`config.mk`:
```
export PLATFORM = sky130hd
export DESIGN_NAME = bbns_div
export DESIGN_NICKNAME = d
export VERILOG_FILES = /design/src/hw/rtl/bbns_pkg.sv /design/src/hw/rtl/bbns_div.sv
export SDC_FILE = /design/constraint.sdc
export NUM_CORES = 1
export LEC_CHECK = 0
export BUFFER_PORTS_ARGS = -buffer_cell sky130_fd_sc_hd__buf_2
export CAP_MARGIN = 20
export CELL_PAD_IN_SITES_DETAIL_PLACEMENT = 1
export CELL_PAD_IN_SITES_GLOBAL_PLACEMENT = 1
export CORE_ASPECT_RATIO = 1.4
export CORE_MARGIN = 8
export CORE_UTILIZATION = 46
export CTS_BUF_LIST = sky130_fd_sc_hd__clkbuf_8
export DETAILED_ROUTE_END_ITERATION = 7
export GPL_ROUTABILITY_DRIVEN = 0
export PLACE_DENSITY = 0.83
export SKIP_CTS_REPAIR_TIMING = 1
export SYNTH_ARGS = -nofsm -noshare
export SYNTH_HDL_FRONTEND = slang
export SYNTH_SLANG_ARGS = --single-unit
```
`constraint.sdc`:
```
create_clock -name i_clk -period 6.64 [get_ports i_clk]
set_input_delay 0.332 -clock i_clk [delete_from_list [all_inputs] [get_ports i_clk]]
set_output_delay 0.332 -clock i_clk [all_outputs]
set_load 0.02 [all_outputs]
```
`src/hw/rtl/bbns_pkg.sv`:
```
`timescale 1ns / 1ps
package bbns_pkg;

    typedef struct packed {
        logic [6:0]         node_index;
        logic signed [19:0] activity;
    } t_in_item;

    typedef struct packed {
        logic [6:0]         node_echo;
        logic signed [31:0] bold_signal;
    } t_out_item;

    typedef struct packed {
        logic               start;
        logic signed [31:0] num;
        logic signed [31:0] den;
    } t_div_req;

    typedef struct packed {
        logic               done;
        logic signed [31:0] quo;
    } t_div_rsp;

    typedef enum logic [5:0] {
        S_CLEAR, S_IDLE, S_LOAD, S_DS1, S_DS2, S_LNORM, S_LSQ, S_LSQ2, S_PVM,
        S_EXP0, S_EXPM, S_EXPA, S_EXPF, S_EXPD, S_DV, S_DVC, S_DIVF, S_T1, S_T2,
        S_DIVQ, S_DQ1, S_DQ2, S_U1, S_U2, S_U3, S_U4, S_WB, S_B1, S_B2, S_DIVB,
        S_B3, S_B4, S_FIN
    } t_state;

    localparam logic signed [31:0] Q_ONE     = 32'sd65536;
    localparam logic signed [31:0] S32_MAX   = 32'sh7fffffff;
    localparam logic signed [31:0] S32_MIN   = 32'sh80000000;
    localparam logic signed [31:0] C_RTAU_S  = 32'sd100825;
    localparam logic signed [31:0] C_RTAU_F  = 32'sd159844;
    localparam logic signed [31:0] C_RTAU_O  = 32'sd66873;
    localparam logic signed [31:0] C_RALPHA  = 32'sd204800;
    localparam logic signed [31:0] C_RE0     = 32'sd163840;
    localparam logic signed [31:0] C_LOG2_06 = -32'sd48298;
    localparam logic signed [31:0] C_K1V0    = 32'sd726831;
    localparam logic signed [31:0] C_K2V0    = 32'sd52429;
    localparam logic signed [31:0] C_K3V0    = 32'sd131072;
    localparam logic signed [31:0] EXP_HI    = 32'sd983040;
    localparam logic signed [31:0] EXP_LO    = -32'sd1048576;
    localparam logic [16:0]        TS_RESET  = 17'd6554;
    localparam int                 DIV_BITS  = 48;

    typedef logic [15:0][31:0] t_roots;

    function automatic logic signed [31:0] sat32(input logic signed [65:0] x);
        logic signed [31:0] r;
        if (x > 66'sd2147483647) r = S32_MAX;
        else if (x < -66'sd2147483648) r = S32_MIN;
        else r = x[31:0];
        return r;
    endfunction

    function automatic logic signed [31:0] sadd(input logic signed [31:0] a,
                                                input logic signed [31:0] b);
        return sat32(66'(a) + 66'(b));
    endfunction

    function automatic logic signed [31:0] ssub(input logic signed [31:0] a,
                                                input logic signed [31:0] b);
        return sat32(66'(a) - 66'(b));
    endfunction

    function automatic logic [63:0] isqrt64(input logic [63:0] n_in);
        logic [63:0] n;
        logic [63:0] r;
        logic [63:0] b;
        n = n_in;
        r = 64'd0;
        b = 64'h4000_0000_0000_0000;
        for (int i = 0; i < 32; i++) begin
            if (n >= r + b) begin
                n = n - (r + b);
                r = (r >> 1) + b;
            end else begin
                r = r >> 1;
            end
            b = b >> 2;
        end
        return r;
    endfunction

    // entry k holds 2^(2^(k-16)) in Q2.30
    function automatic t_roots exp2_roots();
        t_roots      tab;
        logic [63:0] root;
        root = 64'd2 << 30;
        for (int k = 15; k >= 0; k--) begin
            root = isqrt64(root << 30);
            tab[k] = root[31:0];
        end
        return tab;
    endfunction

    localparam t_roots EXP2_ROOT = exp2_roots();

endpackage

```
`src/hw/rtl/bbns_div.sv`:
```
`timescale 1ns / 1ps
module bbns_div (
    input  logic              i_clk,
    input  logic              i_rst_n,
    input  bbns_pkg::t_div_req i_req,
    output bbns_pkg::t_div_rsp o_rsp
);
    import bbns_pkg::*;

    logic                r_busy;
    logic                r_done;
    logic [5:0]          r_cnt;
    logic [DIV_BITS-1:0] r_dd;
    logic [31:0]         r_rem;
    logic [31:0]         r_ub;
    logic                r_neg;
    logic signed [31:0]  r_quo;

    logic [32:0]         rem_sh;
    logic [32:0]         diff;
    logic                ge;
    logic [DIV_BITS-1:0] qmag;
    logic [31:0]         ua;
    logic [31:0]         ub;

    assign ua     = i_req.num[31] ? 32'(-i_req.num) : 32'(i_req.num);
    assign ub     = i_req.den[31] ? 32'(-i_req.den) : 32'(i_req.den);
    assign rem_sh = {r_rem, r_dd[DIV_BITS-1]};
    assign diff   = rem_sh - {1'b0, r_ub};
    assign ge     = rem_sh >= {1'b0, r_ub};
    assign qmag   = {r_dd[DIV_BITS-2:0], ge};

    always_ff @(posedge i_clk) begin
        if (!i_rst_n) begin
            r_busy <= 1'b0;
            r_done <= 1'b0;
        end else begin
            r_done <= 1'b0;
            if (i_req.start && !r_busy) begin
                if (i_req.den == 32'sd0) begin
                    r_done <= 1'b1;
                end else begin
                    r_busy <= 1'b1;
                end
            end else if (r_busy && r_cnt == 6'd0) begin
                r_busy <= 1'b0;
                r_done <= 1'b1;
            end
        end
    end

    always_ff @(posedge i_clk) begin
        if (i_req.start && !r_busy) begin
            if (i_req.den == 32'sd0) begin
                if (i_req.num > 32'sd0) r_quo <= S32_MAX;
                else if (i_req.num < 32'sd0) r_quo <= S32_MIN;
                else r_quo <= 32'sd0;
            end
            r_cnt <= 6'(DIV_BITS - 1);
            r_dd  <= {ua, 16'd0};
            r_rem <= 32'd0;
            r_ub  <= ub;
            r_neg <= i_req.num[31] ^ i_req.den[31];
        end else if (r_busy) begin
            r_rem <= ge ? diff[31:0] : rem_sh[31:0];
            r_dd  <= qmag;
            r_cnt <= r_cnt - 6'd1;
            if (r_cnt == 6'd0) begin
                // truncated magnitude, then sign and saturate
                if (!r_neg) begin
                    r_quo <= (qmag > DIV_BITS'(32'h7fffffff)) ? S32_MAX
                                                               : $signed(qmag[31:0]);
                end else begin
                    r_quo <= (qmag > DIV_BITS'(33'h80000000)) ? S32_MIN
                                                               : $signed(-qmag[31:0]);
                end
            end
        end
    end

    assign o_rsp.done = r_done;
    assign o_rsp.quo  = r_quo;

endmodule
```
==> summary.md, run 1 <==
| Metric | Value |
|---|---|
| Comb pwr share | 19.8% |
| Via-to-Cell Ratio | between 6 and 7 |
| GRT Total Usage | between 20 and 25% |
| Synth cell count leaders | 133 x o21ai_0, 130 x nand2_1, 97 x edfxtp_1 |
| Post-synthesis instance total | 1065 |
| Antenna violations before repair | 0 |
| Hold Startpoint | i_rst_n |
| Inserted Clock Buffers | 17 |
| Clk_skew | around 0.011 ns |
| Net switching power | 694 uW |
| Residual DRC | 0 |
| Critical path class | reg2reg |
| Max-slew violations | 0 |
| GRT met3 Usage | 3.74% |
| Setup_tns | 0 ns |
| EDFF count, synth | 97 |
| Die height | 188 um |
| Final Cycle Share | roughly four fifths |
| Maximum vdd ir drop | between 0.00015 and 0.0002 V |
| FF-to-FF End | r_quo[9]$_DFFE_PP_ |
| Largest net degree at the start of global routing | 70 |
| CTS clk-pin slew, worst paths | about 0.080 ns |
| Initial Util | 46.3% |
| Final Setup Violations | 0 |
| Die footprint | 26100 um^2 |
| Final Routed Wirelength | 29.4 mm |
| Synth Area per Inst | 9.11 um^2 |
| Syn Nets | between 1000 and 1500 |
| Nets | about 1200 |
| Die Wd | 139 um |
| Worst Max-Slew Pin Slew | 0.915 ns |
| Fin area | 10800 um^2 |
| Vias in the first global route | 9185 |
| Switching portion of total power | 30.0% |
| RSZ-0062 raised after global routing | false |
| CP startpoint | r_ub[1]$_DFFE_PP_ |
| Drt first-iter violations | between 500 and 600 |
| CTS root buf | clkbuf_8 |
| Rel. slew slack | 38.7% |
| Clk_lat worst skew | between 0.4 and 0.5 ns |
| Critical path data arrival time | 5.44 ns |
| Cell variety after synth | 82 |
| Clock power frac | a little under a third |
| Status | complete, no violations |
| Worst-path fanout max | 9 |
| Critical path required time | 6.84 ns |
| Min-Delay Endpoint | r_done$_SDFF_PN0_ |
| Final Util | 51.4% |
| R2r setup slk | 1.40 ns |
| Total number of vias | 8550 |
| Peak Freq | 191 MHz |
| Final hold viol count | 0 |
| Maximum buffer depth of the clock tree | 2 |
| Area share of the largest cell type after synthesis | a little under a third |
| Ys flop type | edfxtp_1 |
| HP Class | in2reg |
| # rows | 63 |
| CTS tree | yes |
| Synth Register Bits | around 150 |
| Routed len/inst | 20.8 um |
| Sequential fraction of the synthesis area | 41.6% |
| Port buffer count | 99 |
| H-tree levels | 4 |
| Min-Delay Path Depth | 2 |
| Drt first pass iters | 4 |
| Tmin final | 5.24 ns |
| Sequential share of power | between 40 and 50% |
| P per Cell Area | 215 nW/um^2 |
| Share of layout cells above drive strength 1 | 15.5% |
| Internal power | between 1500 and 2000 uW |
| Critical path endpoint category | flop |
| # clock sinks | ~150 |
| CP Launch Type | flop |
| Routing usage on met1 | around 23% |
| Yosys top cell by area | edfxtp_1 |
| GR peak layer | met2 |
| Syn. warnings | 0 |
| Reg2reg path depth | 18 |
| Pleak | 0.00424 uW |
| Dpl hpwl | between 20 and 25 mm |
| Post-DRT Antenna Nets | 0 |
| Antenna cells | 0 |
| Syn Std Cell Area | 9700 um^2 |
| First-pass GRT wire length | 47.1 mm |
| Reg2reg start | r_ub[1]$_DFFE_PP_ |
| Total core area | 21000 um^2 |
| Area growth syn-to-layout | 11.0% |
| Post-synth ARST share | 0% |
| Largest cells by area after synthesis | edfxtp_1 30%, dfxtp_1 12%, o21ai_0 6.9%, nand2_1 5.0%, ha_1 4.6% |
| Top-count cell post-synth | o21ai_0 |
| GRT overflow | 0 |
| M2 GR Usage | between 40 and 50% |
| Placed inst area | 10300 um^2 |
| Max-cap viol count | 0 |
| Ports | 100 |
routing by layer:
layer / wire length, um / share of wire (%)
met5: 0 / 0
met4: 992 / 3.4
met3: 905 / 3.1
met2: 16000 / 54
met1: 11500 / 39
registers in the layout, indices dropped and copies added, names as in the netlist:
signal  cells
r_busy      1
r_cnt       6
r_dd       48
r_done      1
r_neg       1
r_quo      32
r_rem      32
r_ub       32
how the worst max path moves through the flow:
stage | endpoint | slack (ns) | cells past startpoint
6_report | r_quo[9]$_DFFE_PP_ | 1.40 | 18
2_1_floorplan | r_quo[14]$_DFFE_PP_ | 1.92 | 19
3_5_place_dp | r_quo[14]$_DFFE_PP_ | 1.39 | 18
5_1_grt | r_quo[9]$_DFFE_PP_ | 0.90 | 18
4_1_cts | r_quo[9]$_DFFE_PP_ | 1.31 | 18
3_3_place_gp | r_quo[19]$_DFFE_PP_ | 1.78 | 18
critical path, cell delays in order (launching register included):
cell and delay [ns]:
edfxtp_1 0.42, inv_1 0.08, ha_1 0.23, nor2b_1 0.15, o211ai_1 0.14, a21boi_0 0.12
o21ai_0 0.36, a21oi_1 0.21, nor3_1 0.39, or2_1 0.19, ha_1 0.16, or3b_2 0.49
nor3_1 0.29, nand2_1 0.26, nor2_4 0.20, nand3b_4 0.10, a21oi_4 0.33, nand3_1 0.23
o311ai_0 0.58
area by class of cell:
type                       instances  area, um^2
inverter                          58         218
clock buffer                      17         234
multi-input combinational        802        5210
clock inverter                    15         143
tap                              260         325
fill                            2492       10200
timing repair buffer             109         601
sequential                       153        4040
metrics by stage:
stage                     setup WS [ns]  hold WS [ns]  total power (uW)  std cells
after CTS                          1.31        0.0520              2320       1411
after floorplan                    1.92         0.431              1460       1065
after global routing              0.896        0.0698              2410       1414
final                              1.40        0.0816              2310       1414
after global placement             1.78         0.465              1590       1379
after detailed placement           1.39         0.469              1610       1379
cell families (layout without fill, tap and decap cells):
group	after synthesis	in the layout	synth area share [%]
AO/OA/AOI/OAI	328	328	21.9
AND/OR/NAND/NOR	338	338	17.9
multiplexers	4	4	0.438
buffers and inverters	110	199	4.82
flip-flops	153	153	41.6
XOR/XNOR	95	95	8.58
adder cells (fa/ha/maj)	37	37	4.85
power by group through the flow:
stage	sequential [uW]	clock [uW]	combinational, uW
CTS	1140	727	452
finish	1140	715	458
global route	1150	759	507
global placement	1160	0	428
detailed placement	1160	0	446
floorplan	1140	0	326
cell usage in the layout, fill, tap and decap left out, types with 40 or more instances in the layout:
cell type,Yosys,final
nor2_1,47,46
xor2_1,45,45
o21ai_0,133,133
xnor2_1,50,50
inv_1,57,59
nand2_1,130,130
a21oi_1,40,40
dfxtp_1,56,55
edfxtp_1,97,97
buf_2,4,100
No activity file was read; power rests on OpenSTA's default activity.
==> run 2, diff against run 1 <==
- CORE_UTILIZATION: 46 -> 43
- PLACE_DENSITY: 0.83 -> 0.81
- clock period: 6.64 -> 4.26 ns (I/O delays scaled with it)
==> run 2 against run 1 <==
  * The flow now finishes with violations (setup timing)
  * Cell area grew 7.3%
  * Maximum frequency grew 21%
  * Sequential share of layout area shrank 2.5 points
  * Register-to-register slack lost 1.5 ns
  * Critical endpoint is now r_quo[28]$_DFFE_PP_
  * Worst hold slack lost 0.038 ns
==> summary.md, run 2 (synthesis results as in run 1) <==
| Metric | Value |
|---|---|
| Buf/Inv on CP | 1 (unchanged) |
| Max-slew violations | 0 (unchanged) |
| Die Wd | 143 um (+3.0%) |
| M2 GR Usage | 39.5% (-3.6 points) |
| Final hold viol count | 0 (unchanged) |
| P per Cell Area | 328 nW/um^2 (+53%) |
| Die height | 194 um (+3.1%) |
| CTS root buf | clkbuf_8 |
| GRT Total Usage | 21.7% (-0.84 points) |
| Dpl hpwl | 21.6 mm (+1.4%) |
| Final Setup Violations | 4 (+4) |
| Critical path endpoint category | flop |
| Clk_skew | 0.0154 ns (+0.00428 ns) |
| Ports | 100 (unchanged) |
| Area growth syn-to-layout | 19.0% |
| Nets | 1293 (+3.9%) |
| Antenna cells | 0 (unchanged) |
| Final worst setup slack | -0.0592 ns (-1.46 ns) |
| # rows | 65 (+3.2%) |
| Port buffer count | 99 (unchanged) |
| CTS tree | yes |
| Inserted Clock Buffers | 17 (unchanged) |
| Tmin final | 4.32 ns (-0.922 ns) |
| Final Total Pwr | 3790 uW (+64%) |
| H-tree levels | 4 (unchanged) |
| Initial Util | 43.4% (-2.9 points) |
| GRT met3 Usage | 3.40% (-0.34 points) |
| Critical Path, Cell by Cell | ha_4, a21o_1, a21o_1, a21oi_2, o211ai_1, or3_4, nor3_4, or2_1, ha_2, or3b_4, nor3_4, nand2_2, nor2_4, nand3b_4, a21oi_4, buf_8, nand2_8, nor3b_2, a211oi_1, o21ai_1 |
| Placed insts | 1455 (+5.5%) |
| HP Class | in2reg |
| Max-cap viol count | 0 (unchanged) |
| GRT overflow | 0 (unchanged) |
| Routed len/inst | 20.5 um (-1.6%) |
| Critical path data arrival time | 4.66 ns (-0.78 ns) |
| Vias in the first global route | 9335 (+1.6%) |
| Worst-path fanout max | 7 (-2) |
| GR peak layer | met2 |
| Critical path required time | 4.61 ns (-2.23 ns) |
| Rel. slew slack | 3.17% (-35 points) |
| # clock sinks | 153 (unchanged) |
| RSZ-0062 raised after global routing | true |
| Critical path class | reg2reg |
| Most common cell after layout, fill and taps aside | nand2_1 |
| Worst Max-Slew Pin Slew | 1.45 ns (+0.538 ns) |
| Commonest non-fill, non-tap cells in the layout | 128 x nand2_1, 117 x o21ai_0, 99 x buf_2 |
| Maximum buffer depth of the clock tree | 2 (unchanged) |
| Critical path's top delay family | simple AND/OR/NAND/NOR gates |
| Maximum vdd ir drop | 0.000205 V (+35%) |
| Total number of vias | 8808 (+3.0%) |
| Clk_lat worst skew | 0.48 ns (about the same) |
| CTS clk-pin slew, worst paths | 0.09 ns (about the same) |
| Status | finished with violations |
| Slowest cell on crit path | dfxtp_1 |
| Routing usage on met1 | 23.9% (+0.63 points) |
| First-pass GRT wire length | 47.9 mm (+1.7%) |
| Final Routed Wirelength | 30.7 mm (+4.6%) |
| Non-Filler Instances | 1503 (+6.3%) |
| Crit-path max cell delay | 0.42 ns (-0.16 ns) |
| Share of layout cells above drive strength 1 | 22.6% (+7.1 points) |
| Post-DRT Antenna Nets | 0 (unchanged) |
| Max reg flops | 48 (unchanged) |
| Failing checks | setup timing |
| Drt first pass iters | 5 (+1) |
| Total core area | 22400 um^2 (+6.7%) |
| Antenna violations before repair | 0 (unchanged) |
| Drt first-iter violations | 645 (+24%) |
| Pleak | 0.00449 uW (+6.0%) |
| Largest net degree at the start of global routing | 67 (-4.3%) |
| Die footprint | 27700 um^2 (+6.3%) |
| Via-to-Cell Ratio | 5.86 (-3.1%) |
| CP Launch Type | flop |
| Final Cycle Share | 101% (+22 points) |
| Residual DRC | 0 (unchanged) |
| Peak Freq | 232 MHz (+21%) |
| Biggest register | r_dd |
## run 2: worst register-to-register path, stage by stage, from the launching register on
cell and delay (ns):
dfxtp_1 0.42, ha_4 0.23, a21o_1 0.15, a21o_1 0.20
a21oi_2 0.16, o211ai_1 0.13, or3_4 0.41, nor3_4 0.15
or2_1 0.15, ha_2 0.18, or3b_4 0.40, nor3_4 0.22
nand2_2 0.12, nor2_4 0.16, nand3b_4 0.12, a21oi_4 0.20
buf_8 0.18, nand2_8 0.11, nor3b_2 0.29, a211oi_1 0.09
o21ai_1 0.13
## run 2: path summary, 6_finish.rpt
| path | from | slack, ns | to | cells after the start |
|---|---|---|---|---|
| setup reg to reg | r_rem[25]$_SDFFE_PP0P_ | -0.06 | r_quo[28]$_DFFE_PP_ | 20 |
| hold / removal | i_req[16] | 0.04 | r_ub[16]$_DFFE_PP_ | 2 |
| hold reg to reg | r_cnt[0]$_SDFFE_PP1P_ | 0.49 | r_cnt[0]$_SDFFE_PP1P_ | 1 |
| setup / recovery | r_rem[25]$_SDFFE_PP0P_ | -0.06 | r_quo[28]$_DFFE_PP_ | 20 |
## run 2: layout make-up
cell class | count | area [um^2]
Fill cell | 2595 | 10800
Multi-Input combinational cell | 804 | 5540
Sequential cell | 153 | 4040
Timing Repair Buffer | 155 | 956
Tap cell | 301 | 377
Clock buffer | 18 | 248
Inverter | 58 | 218
Clock inverter | 14 | 170
## run 2: routing by layer
metal  up-vias  part of all wire [%]
li1       4145                     -
met1      4365                    39
met2       227                    54
met3        71                   4.0
met4         0                   3.6
met5         -                     0
## run 2: per-stage QoR
step	utilization, %	setup TNS, ns	worst slack [ns]	hold slack, ns	area, um^2
6_report	51.6	-0.102	-0.0592	0.0436	11500
5_1_grt	51.6	-2.37	-0.196	0.0427	11500
4_1_cts	49.7	-1.01	-0.129	-0.0518	11100
3_5_place_dp	47.8	-0.261	-0.0787	0.445	10700
3_3_place_gp	47.8	0	0.0799	0.449	10700
2_1_floorplan	-	0	0.00966	0.312	9740
## run 2: where the power goes
part	switching, uW	internal [uW]
Sequential	97.3	1690
Clock	609	598
Combinational	466	327
Total	1170	2620
